`src/hw/rtl/assert_macros.svh`:
```
// Assertion helpers for the RTL file that checks its own behavior.
// Every check is sampled on the rising edge of aclk and is held off while
// aresetn is low.
`ifndef ASSERT_MACROS_SVH
`define ASSERT_MACROS_SVH

// Same-cycle implication: whenever cond holds, expect holds too.
`define ASSERT_IMPLIES(label, cond, expect_c, msg) \
    label: assert property (@(posedge aclk) disable iff (!aresetn) \
        (cond) |-> (expect_c)) else $error(msg);

// Next-cycle implication: whenever cond holds, expect holds in the next cycle.
`define ASSERT_NEXT(label, cond, expect_c, msg) \
    label: assert property (@(posedge aclk) disable iff (!aresetn) \
        (cond) |=> (expect_c)) else $error(msg);

`endif

```
`src/hw/rtl/imm_pkg.sv`:
```
package imm_pkg;

    // Pairs skipped at the head of a packet whose first word is invalid.
    localparam logic [8:0] SKIP_PAIRS = 9'd2;

    // Pair position saturates here.
    localparam logic [8:0] POS_MAX = 9'd511;

    // Result kinds.
    localparam logic KIND_MAGNITUDE = 1'b0;
    localparam logic KIND_SUMMARY   = 1'b1;

    typedef struct packed {
        logic signed [7:0] in_phase;
        logic signed [7:0] quadrature;
        logic              skip_first;
        logic              last_pair;
    } in_item_t;

    typedef struct packed {
        logic        result_kind;
        logic [7:0]  subcarrier_index;
        logic [15:0] magnitude;
        logic [15:0] mean_magnitude;
        logic [8:0]  kept_count;
        logic        last_result;
    } out_item_t;

    // Status of an iterative arithmetic unit.
    typedef struct packed {
        logic busy;
        logic done;
    } unit_status_t;

    typedef enum logic [2:0] {
        ST_IDLE,
        ST_SQRT,
        ST_MAG_OUT,
        ST_END,
        ST_DIV,
        ST_SUM_OUT
    } state_t;

endpackage

```
`src/hw/rtl/imm_isqrt.sv`:
```
module imm_isqrt (
    input  logic                  aclk,
    input  logic                  aresetn,
    input  logic                  start,
    input  logic [15:0]           power,
    output logic [15:0]           root,
    output imm_pkg::unit_status_t status
);

    // Digit-by-digit square root of {power, 16'h0000}: two radicand bits
    // enter per cycle and one root bit leaves.
    logic [31:0] rad_reg, rad_next;
    logic [17:0] rem_reg, rem_next;
    logic [15:0] root_reg, root_next;
    logic [3:0]  count_reg, count_next;
    logic        busy_reg, busy_next;
    logic        done_reg, done_next;

    logic [17:0] rem_shift;
    logic [17:0] trial;

    // The remainder never exceeds twice the partial root, so its top two
    // bits are zero before the shift.
    assign rem_shift = {rem_reg[15:0], rad_reg[31:30]};
    assign trial     = {root_reg, 2'b01};

    always_comb begin
        rad_next   = rad_reg;
        rem_next   = rem_reg;
        root_next  = root_reg;
        count_next = count_reg;
        busy_next  = busy_reg;
        done_next  = 1'b0;
        if (start) begin
            rad_next   = {power, 16'h0000};
            rem_next   = '0;
            root_next  = '0;
            count_next = '0;
            busy_next  = 1'b1;
        end else if (busy_reg) begin
            rad_next = {rad_reg[29:0], 2'b00};
            if (rem_shift >= trial) begin
                rem_next  = rem_shift - trial;
                root_next = {root_reg[14:0], 1'b1};
            end else begin
                rem_next  = rem_shift;
                root_next = {root_reg[14:0], 1'b0};
            end
            count_next = count_reg + 4'd1;
            if (count_reg == 4'hF) begin
                busy_next = 1'b0;
                done_next = 1'b1;
            end
        end
    end

    always_ff @(posedge aclk) begin
        if (!aresetn) begin
            busy_reg  <= 1'b0;
            done_reg  <= 1'b0;
            count_reg <= '0;
        end else begin
            busy_reg  <= busy_next;
            done_reg  <= done_next;
            count_reg <= count_next;
        end
        rad_reg  <= rad_next;
        rem_reg  <= rem_next;
        root_reg <= root_next;
    end

    assign root        = root_reg;
    assign status.busy = busy_reg;
    assign status.done = done_reg;

endmodule

```
`src/hw/rtl/imm_div.sv`:
```
module imm_div (
    input  logic                  aclk,
    input  logic                  aresetn,
    input  logic                  start,
    input  logic [23:0]           dividend,
    input  logic [8:0]            divisor,
    output logic [15:0]           quotient,
    output imm_pkg::unit_status_t status
);

    // Restoring division, one quotient bit per cycle. Dividend bits leave
    // the top of the shift register while quotient bits enter at the bottom.
    localparam int          DIV_STEPS = 24;
    localparam logic [4:0]  LAST_STEP = 5'(DIV_STEPS - 1);

    logic [23:0] shift_reg, shift_next;
    logic [8:0]  rem_reg, rem_next;
    logic [8:0]  divisor_reg, divisor_next;
    logic [4:0]  count_reg, count_next;
    logic        busy_reg, busy_next;
    logic        done_reg, done_next;

    logic [9:0]  partial;
    logic        fits;

    assign partial = {rem_reg, shift_reg[23]};
    assign fits    = partial >= {1'b0, divisor_reg};

    always_comb begin
        shift_next   = shift_reg;
        rem_next     = rem_reg;
        divisor_next = divisor_reg;
        count_next   = count_reg;
        busy_next    = busy_reg;
        done_next    = 1'b0;
        if (start) begin
            shift_next   = dividend;
            rem_next     = '0;
            divisor_next = divisor;
            count_next   = '0;
            busy_next    = 1'b1;
        end else if (busy_reg) begin
            // The remainder stays below the divisor, so nine bits hold it.
            if (fits) begin
                rem_next = 9'(partial - {1'b0, divisor_reg});
            end else begin
                rem_next = partial[8:0];
            end
            shift_next = {shift_reg[22:0], fits};
            count_next = count_reg + 5'd1;
            if (count_reg == LAST_STEP) begin
                busy_next = 1'b0;
                done_next = 1'b1;
            end
        end
    end

    always_ff @(posedge aclk) begin
        if (!aresetn) begin
            busy_reg  <= 1'b0;
            done_reg  <= 1'b0;
            count_reg <= '0;
        end else begin
            busy_reg  <= busy_next;
            done_reg  <= done_next;
            count_reg <= count_next;
        end
        shift_reg   <= shift_next;
        rem_reg     <= rem_next;
        divisor_reg <= divisor_next;
    end

    // The mean never exceeds the largest magnitude, so sixteen bits suffice.
    assign quotient    = shift_reg[15:0];
    assign status.busy = busy_reg;
    assign status.done = done_reg;

endmodule

```
`src/hw/rtl/iq_magnitude_and_mean.sv`:
```
// Channel   Direction  Handshake          Payload
// s_        input      s_valid / s_ready  s_item  (imm_pkg::in_item_t)
// m_        output     m_valid / m_ready  m_item  (imm_pkg::out_item_t)
//
// A kept pair is accepted, runs through the bit-serial square-root unit, and
// its magnitude item is then loaded into the output register once that is free.
// For a pair marked last the summary follows, computed by the 24-step serial
// divider; a packet with no kept pairs skips the divider.
// A dropped pair that is not last is absorbed without leaving the idle state.
// Reset is synchronous on aresetn low and clears the packet state and the output valid flag.
// The next item is taken while a finished item still waits in the output register;
// work stalls only when a new item must be loaded and the register is still full.
`include "assert_macros.svh"

module iq_magnitude_and_mean #(
    parameter int MAX_SUBCARRIERS = 128
) (
    input  logic                aclk,
    input  logic                aresetn,
    input  logic                s_valid,
    output logic                s_ready,
    input  imm_pkg::in_item_t   s_item,
    output logic                m_valid,
    input  logic                m_ready,
    output imm_pkg::out_item_t  m_item
);

    localparam logic [8:0] MAX_SC = 9'(MAX_SUBCARRIERS);

    imm_pkg::state_t    state_reg, state_next;
    logic [8:0]         pos_reg, pos_next;
    logic [8:0]         kept_reg, kept_next;
    logic [23:0]        sum_reg, sum_next;
    logic               last_reg, last_next;
    logic [15:0]        mean_reg, mean_next;
    logic               m_valid_reg, m_valid_next;
    imm_pkg::out_item_t m_item_reg, m_item_next;

    logic signed [15:0] i_sq;
    logic signed [15:0] q_sq;
    logic [15:0]        power;
    logic [8:0]         start_pos;
    logic               keep;
    logic               out_free;

    logic                  sq_start;
    logic [15:0]           sq_root;
    imm_pkg::unit_status_t sq_st;
    logic                  dv_start;
    logic [15:0]           dv_quotient;
    imm_pkg::unit_status_t dv_st;

    // The power of one pair is at most 32768, so it fits sixteen unsigned bits.
    assign i_sq  = s_item.in_phase * s_item.in_phase;
    assign q_sq  = s_item.quadrature * s_item.quadrature;
    assign power = $unsigned(i_sq) + $unsigned(q_sq);

    // A pair is kept when it lies past the skipped head and inside the
    // subcarrier window.
    assign start_pos = s_item.skip_first ? imm_pkg::SKIP_PAIRS : 9'd0;
    assign keep      = (pos_reg >= start_pos) && (pos_reg < MAX_SC);

    // The output register can take a new item when empty or being drained.
    assign out_free = !m_valid_reg || m_ready;

    imm_isqrt u_isqrt (
        .aclk    (aclk),
        .aresetn (aresetn),
        .start   (sq_start),
        .power   (power),
        .root    (sq_root),
        .status  (sq_st)
    );

    imm_div u_div (
        .aclk     (aclk),
        .aresetn  (aresetn),
        .start    (dv_start),
        .dividend (sum_reg),
        .divisor  (kept_reg),
        .quotient (dv_quotient),
        .status   (dv_st)
    );

    always_comb begin
        state_next   = state_reg;
        pos_next     = pos_reg;
        kept_next    = kept_reg;
        sum_next     = sum_reg;
        last_next    = last_reg;
        mean_next    = mean_reg;
        m_valid_next = m_valid_reg && !m_ready;
        m_item_next  = m_item_reg;
        s_ready      = 1'b0;
        sq_start     = 1'b0;
        dv_start     = 1'b0;

        case (state_reg)
            imm_pkg::ST_IDLE: begin
                s_ready = 1'b1;
                if (s_valid) begin
                    if (pos_reg != imm_pkg::POS_MAX) begin
                        pos_next = pos_reg + 9'd1;
                    end
                    last_next = s_item.last_pair;
                    if (keep) begin
                        sq_start   = 1'b1;
                        state_next = imm_pkg::ST_SQRT;
                    end else if (s_item.last_pair) begin
                        state_next = imm_pkg::ST_END;
                    end
                end
            end
            imm_pkg::ST_SQRT: begin
                if (sq_st.done) begin
                    state_next = imm_pkg::ST_MAG_OUT;
                end
            end
            imm_pkg::ST_MAG_OUT: begin
                // The magnitude item is final unless a summary follows it.
                if (out_free) begin
                    m_valid_next                 = 1'b1;
                    m_item_next.result_kind      = imm_pkg::KIND_MAGNITUDE;
                    m_item_next.subcarrier_index = kept_reg[7:0];
                    m_item_next.magnitude        = sq_root;
                    m_item_next.mean_magnitude   = '0;
                    m_item_next.kept_count       = '0;
                    m_item_next.last_result      = !last_reg;
                    kept_next  = kept_reg + 9'd1;
                    sum_next   = sum_reg + {8'h00, sq_root};
                    state_next = last_reg ? imm_pkg::ST_END : imm_pkg::ST_IDLE;
                end
            end
            imm_pkg::ST_END: begin
                // An empty packet has a mean of zero and needs no division.
                if (kept_reg == 9'd0) begin
                    mean_next  = '0;
                    state_next = imm_pkg::ST_SUM_OUT;
                end else begin
                    dv_start   = 1'b1;
                    state_next = imm_pkg::ST_DIV;
                end
            end
            imm_pkg::ST_DIV: begin
                if (dv_st.done) begin
                    mean_next  = dv_quotient;
                    state_next = imm_pkg::ST_SUM_OUT;
                end
            end
            imm_pkg::ST_SUM_OUT: begin
                if (out_free) begin
                    m_valid_next                 = 1'b1;
                    m_item_next.result_kind      = imm_pkg::KIND_SUMMARY;
                    m_item_next.subcarrier_index = '0;
                    m_item_next.magnitude        = '0;
                    m_item_next.mean_magnitude   = mean_reg;
                    m_item_next.kept_count       = kept_reg;
                    m_item_next.last_result      = 1'b1;
                    pos_next   = '0;
                    kept_next  = '0;
                    sum_next   = '0;
                    state_next = imm_pkg::ST_IDLE;
                end
            end
            default: begin
                state_next = imm_pkg::ST_IDLE;
            end
        endcase
    end

    always_ff @(posedge aclk) begin
        if (!aresetn) begin
            state_reg   <= imm_pkg::ST_IDLE;
            pos_reg     <= '0;
            kept_reg    <= '0;
            sum_reg     <= '0;
            last_reg    <= 1'b0;
            m_valid_reg <= 1'b0;
        end else begin
            state_reg   <= state_next;
            pos_reg     <= pos_next;
            kept_reg    <= kept_next;
            sum_reg     <= sum_next;
            last_reg    <= last_next;
            m_valid_reg <= m_valid_next;
        end
        mean_reg   <= mean_next;
        m_item_reg <= m_item_next;
    end

    assign m_valid = m_valid_reg;
    assign m_item  = m_item_reg;

    // No new item is taken while either arithmetic unit is still iterating.
    `ASSERT_IMPLIES(a_idle_units, s_ready, !(sq_st.busy || dv_st.busy), "unit busy while ready")
    // A root completes only while the controller waits for it.
    `ASSERT_IMPLIES(a_sqrt_done, sq_st.done, state_reg == imm_pkg::ST_SQRT, "stray root done")
    // Kept pairs never outnumber the pairs seen so far in the packet.
    `ASSERT_IMPLIES(a_kept_le_pos, state_reg == imm_pkg::ST_IDLE, kept_reg <= pos_reg, "kept > pos")
    // Loading a summary clears the registered packet state.
    `ASSERT_NEXT(a_sum_clear, state_reg == imm_pkg::ST_SUM_OUT && out_free, kept_reg == 9'd0, "no clear")

endmodule
```
`config.mk`:
```
export PLATFORM = sky130hd
export DESIGN_NAME = iq_magnitude_and_mean
export DESIGN_NICKNAME = d
export VERILOG_FILES = /design/src/hw/rtl/imm_pkg.sv /design/src/hw/rtl/imm_isqrt.sv /design/src/hw/rtl/imm_div.sv /design/src/hw/rtl/iq_magnitude_and_mean.sv
export VERILOG_INCLUDE_DIRS = /design/src /design/src/hw/rtl
export SDC_FILE = /design/constraint.sdc
export NUM_CORES = 1
export LEC_CHECK = 0
export BUFFER_PORTS_ARGS = -buffer_cell sky130_fd_sc_hd__buf_2
export CAP_MARGIN = 40
export CORE_ASPECT_RATIO = 0.9
export CORE_MARGIN = 3
export CORE_UTILIZATION = 45
export DETAILED_ROUTE_END_ITERATION = 8
export SLEW_MARGIN = 20
export SYNTH_ARGS = -nofsm -noshare
export SYNTH_HDL_FRONTEND = slang
export SYNTH_SLANG_ARGS = --single-unit
```
`constraint.sdc`:
```
create_clock -name aclk -period 9.2 [get_ports aclk]
set_clock_uncertainty 0.15 [all_clocks]
set_input_delay 1.38 -clock aclk [delete_from_list [all_inputs] [get_ports aclk]]
set_output_delay 1.38 -clock aclk [all_outputs]
set_load 0.02 [all_outputs]
```
* After elaboration in Yosys (flattened, before gate mapping)
Index checks and enable logic that the tools add are counted.
Cells by class: add/sub/neg operators 8, divide/modulo/power cells 0, equality and inequality tests 16, multiply operators 2, shift operators 0, bitwise logic cells 3, reduce and logical (&&, ||, !) cells 23, order comparisons 4, mux-type cells 49
Operators by type and width (count):
- two-way mux 51 bit | 2
- case mux 51 bit (2 select lines) | 1
- two-way mux 24 bit | 4
- two-way mux 32 bit | 2
- two-way mux 16 bit | 3
- case mux 24 bit (2 select lines) | 1
- two-way mux 9 bit | 5
- case mux 9 bit (2 select lines) | 2
- multiplier 8 x 8 -> 16 bit | 2
- case mux 16 bit (2 select lines) | 1
- adder 24 x 16 -> 24 bit | 1
- two-way mux 3 bit | 7
- adder 9 x 1 -> 9 bit (second input constant) | 2
- >= comparator 18 bit | 1
- two-way mux 1 bit | 18
- case mux 3 bit (6 select lines) | 1
- adder 16 bit | 1
- subtractor 16 bit | 1
- >= comparator 10 x 9 -> 1 bit | 1
- != test 2 bit (second input constant) | 5
- nonzero test 2 bit | 5
- >= comparator 9 x 2 -> 1 bit | 1
- logical NOT 9 bit | 1
- less-than comparator 9 x 8 -> 1 bit (second input constant) | 1
- other kinds (23) | 36
Word-level totals: input port bits 22, memory bits (writable) 0, output and inout port bits 53, word-level logic and storage cells 130, memories kept 0, bits in latches 0, ROM bits 0, flip-flop bits (word level) 217

* Longest topological paths before layout
word-level depth 7, depth in mapped cells 22, gate-level depth less buffers 21

* Cells and area by module
Synthesis repeated with hierarchy kept, for this count alone.
Unflattened totals: cells, all modules 1494, area total of the unflattened synthesis 15519.9 sq um
Modules (own cells, without submodules):
- iq_magnitude_and_mean | area an instance 9869.5 sq um, cells each 961, seq. area each 2952.8 sq um, instances 1
- imm_isqrt | area an instance 3061.7 sq um, cells each 316, seq. area each 1241.2 sq um, instances 1
- imm_div | area an instance 2588.7 sq um, cells each 217, seq. area each 1311.3 sq um, instances 1

* Least setup slack after synthesis
OpenSTA, ideal clock, no wires.
kind in2reg, start input port s_item[9] (netlist bit), end register u_isqrt.rad_reg[31], data pin, required time 8.783 ns, slack 2.226 ns, arrival time 6.557 ns, buffers on the path 0, cell stages on the path 17, library setup time 0.267 ns, cell sequence clkinv_1 -> nor2_1 -> fa_1 -> fa_1 -> fa_1 -> fa_1 -> fa_1 -> inv_1 -> fa_1 -> inv_1 -> ha_1 -> a21o_1 -> a21oi_1 -> o21ai_0 -> a31oi_1 -> xnor2_1 -> o21ai_0
On the way: longest elaborated chain between the ends 3
RTL lines:
- from (decl) | line iq_magnitude_and_mean.sv:22 | input imm_pkg::in_item_t s_item,
- multiplier 8 x 8 -> 16 bit | line iq_magnitude_and_mean.sv:55 | assign q_sq = s_item.quadrature * s_item.quadrature;
- adder 16 bit | line iq_magnitude_and_mean.sv:56 | assign power = $unsigned(i_sq) + $unsigned(q_sq);
- two-way mux 32 bit | line imm_isqrt.sv:34 | if (start) begin
- net u_isqrt.rad_next[31] | line imm_isqrt.sv:12 | logic [31:0] rad_reg, rad_next;
- to (signal assigned) | line imm_isqrt.sv:67 | rad_reg <= rad_next;
- to (decl) | line imm_isqrt.sv:12
The timed path passes the listed nets, and every way through them passes these cells. A chain may end at the register's enable or synchronous reset.

* Final worst setup path
start input port s_item[2] (netlist bit), end register u_isqrt.rad_reg[31], data pin
Same word-level chain as after synthesis.

==> impl_metrics.csv <==
group,metric,value,unit
status,status,"completed",
critical_path,max_stage_delay,0.54,ns
clock_tree,cts_buffers,25,
grt,grt_overflow,0,
logic_synthesis,syn_avg_cell_area,9.92,um2
finish,design_area,16600,um2
flow_run,drv_cap,0,
critical_path,crit_arrival,6.97,ns
routing,drc_errors,0,
floorplan,row_count,62,
critical_path,critPathLaunchType,"input port",
critical_path,criticalPathCategory,"input port to flop",
timing,tns,0,ns
critical_path,cp_common_cell,"fa_1",
timing,min_period,6.90,ns
hold_path,min_from,"u_div.rem_reg[8]$_SDFFE_PP0P_",
logic_synthesis,synth.most_common_cell,"inv_1",
timing,timing.fmax,145,MHz
logic_synthesis,netlist_area,15000,um2
routing,first_pass_iters,5,
grt,grt_max_degree,60,
grt,antenna_found_initial,0,
timing,report.final.slew_viol_count,0,
critical_path,crit_chain,"buf_2, and2_1, xnor2_1, ha_1, fa_1, fa_1, fa_1, fa_1, inv_1, fa_1, inv_1, ha_1, o21ai_0, nor2_1, o41ai_1, o21ai_0, a31oi_1, xnor2_1, o21ai_0",
finish,drive_above_1_share,9.39,%
placed_design,place_congestion,0.867,
grt,grt_pass1_wl,53900,um
hold_path,hold_depth,2,
timing,rsz0062_at_grt,"no",
logic_synthesis,synth_top_area_share,23.1,%
placed_design,place_area,15800,um2
grt,grt.busiest_layer,"met2",
routing,ant_nets,0,
critical_path,slowest_stage,"fa_1",
placed_design,port_buffers,74,
floorplan,num_io_pins,75,
clock_tree,h-tree-depth,1,
critical_path,required,9.27,ns
power_and_ir_drop,p_leak,7.23,nW
finish,largest_reg_flops,51,
critical_path,rr_worst_depth,8,
logic_synthesis,ys_seq_elements,217,
clock_tree,cts_resized,0,
grt,grt_pass1_vias,10500,
timing,setup_viol,0,
logic_synthesis,synth_commonest_cells,"inv_1 (180), nand2_1 (165), edfxtp_1 (116)",
grt,met2_usage,28.8,%
critical_path,cp-end-kind,"flop",
finish,diodes,0,
timing,tightest_slew,0.819,ns
critical_path,rrSetupSlack,5.60,ns
logic_synthesis,ys_async_sr_fraction,0,%
power_and_ir_drop,pwr_density_cell,330,nW/um2
finish,nNetsFinal,1819,
clock_tree,postCtsSetupRepairBufs,0,
routing,drtIter0Drc,672,
clock_tree,postCtsHoldBufs,0,
floorplan,fp.dieW,199,um
grt,met3_usage,2.47,%
floorplan,initial_core_util,46.4,%
finish,areaGrowthSynthToFinish,10.6,%
logic_synthesis,ys_types,78,
floorplan,die_area,35700,um2
routing,wl_per_cell,16.2,um
grt,use_met1,27.5,%
clock_tree,numClockSinks,217,
power_and_ir_drop,peakVddDrop,261,uV
hold_path,hold_end,"u_div.rem_reg[8]$_SDFFE_PP0P_",
logic_synthesis,synth_edf_count,116,
logic_synthesis,synthTopCellsByArea,"edfxtp_1 (23%), fa_1 (15%), dfxtp_1 (13%)",
placed_design,dp_hpwl,24600,um
routing,via_per_inst,5.29,
logic_synthesis,synth_ff_type,"edfxtp_1",
routing,num_vias,10600,
floorplan,core_area,32400,um2
timing,slew_headroom,45.3,%
logic_synthesis,yosysSeqAreaShare,36.6,%
logic_synthesis,synth_nets,1757,
timing,hold_viol,0,
critical_path,rr_startpoint,"state_reg[0]$_SDFFE_PN0P_",
hold_path,hp-class,"flop to flop",
logic_synthesis,yosys_warnings,0,
clock_tree,cts_buffer_depth,3,
timing,period_share,75.0,%
logic_synthesis,synthCells,1517,
clock_tree,insertion_delay,0.52,ns
routing,drt_wl_total,32600,um
grt,grt_use_total,18.3,%
clock_tree,cts_tree,"built",
floorplan,die_h,179,um
finish,post-route-util,51.3,%
clock_tree,clk_pin_slew,0.06,ns
clock_tree,cts_root_buf,"clkbuf_16",
critical_path,crit-reg2reg-capture,"sum_reg[17]$_SDFFE_PN0P_",
critical_path,path_max_fanout,11,
logic_synthesis,yosys.area.top_type,"edfxtp_1",
where the power goes:
group / internal, mW / total, mW / switching (mW)
clock network: 0.560 / 0.951 / 0.391
logic: 1.45 / 3.29 / 1.84
registers: 1.18 / 1.25 / 0.0767
area by class of cell:
| type | instances | area, um2 |
|---|---|---|
| multi-input combinational | 1063 | 8630 |
| clock inverter | 9 | 52.6 |
| timing repair buffer | 87 | 492 |
| inverter | 185 | 694 |
| clock buffer | 37 | 743 |
| sequential | 217 | 5510 |
| tap | 416 | 520 |
| fill | 2975 | 15800 |
placed cells by master, fill, tap and decap left out, types with 7 or more instances in the layout:
cell type,instances
mux2i_1,30
xnor2_1,46
inv_1,180
dfxtp_1,100
nand3b_1,7
nor3b_1,7
fa_1,115
nand2b_1,12
a21oi_1,48
and2_1,85
a22oi_1,8
clkbuf_1,7
clkbuf_16,27
edfxtp_1,116
nor2b_1,23
nand3_1,14
clkinv_1,8
buf_2,74
nand4_1,17
ha_1,103
xor2_1,25
a21boi_0,11
o31ai_1,9
nand2_1,165
o21ai_0,68
nor3_1,12
or3_1,15
a31oi_1,11
o21a_1,19
a211oi_1,9
a21o_1,14
nor2_1,108
buf_4,11
critical path: cells and delay by family:
family / cells / cell delay (ns)
fa+ha+maj: 7 / 3.19
simple gates: 2 / 0.60
compound gates: 5 / 1.16
buf+inv: 3 / 0.33
xor+xnor: 2 / 0.29
how the worst max path moves through the flow:
stage	depth (start not counted)	startpoint	endpoint	slack, ns
6_report	19	s_item[2]	u_isqrt.rad_reg[31]$_DFFE_PP_	2.30
5_1_grt	20	s_item[10]	u_isqrt.rad_reg[31]$_DFFE_PP_	1.94
4_1_cts	20	s_item[17]	u_isqrt.rad_reg[31]$_DFFE_PP_	2.31
3_5_place_dp	20	s_item[17]	u_isqrt.rad_reg[31]$_DFFE_PP_	1.79
3_3_place_gp	17	s_item[9]	u_isqrt.rad_reg[31]$_DFFE_PP_	1.59
2_1_floorplan	17	s_item[9]	u_isqrt.rad_reg[31]$_DFFE_PP_	2.23
per-layer routing:
layer / part of all wire, % / up-vias / routed length, um
met2: 45 / 165 / 14600
met5: 0 / - / 0
li1: - / 5261 / -
met3: 3.6 / 38 / 1180
met4: 1.5 / 0 / 490
met1: 50 / 5185 / 16300
cell families (layout without fill, tap and decap cells):
kind of cell               after synthesis  in the layout  synth area share, %
adders and majority gates              218            218                 23.9
muxes                                   34             34                 2.37
xor gates and xnor gates                71             71                 4.13
and+or+nand+nor                        490            490                 15.9
DFF                                    217            217                 36.6
AOI/OAI and AO/OA                      250            250                 11.1
buffers and inverters                  237            318                 6.09
stage by stage:
stage	hold slack [ns]	power, mW	worst slack [ns]	instances
6_report	0.328	5.49	2.30	2014
5_1_grt	0.351	6.05	1.94	2014
4_1_cts	0.329	5.55	2.31	2013
3_5_place_dp	0.321	4.57	1.79	1967
3_3_place_gp	0.316	4.46	1.59	1965
2_1_floorplan	0.256	3.89	2.23	1517
Note: power is estimated with default switching activity, not from simulation.
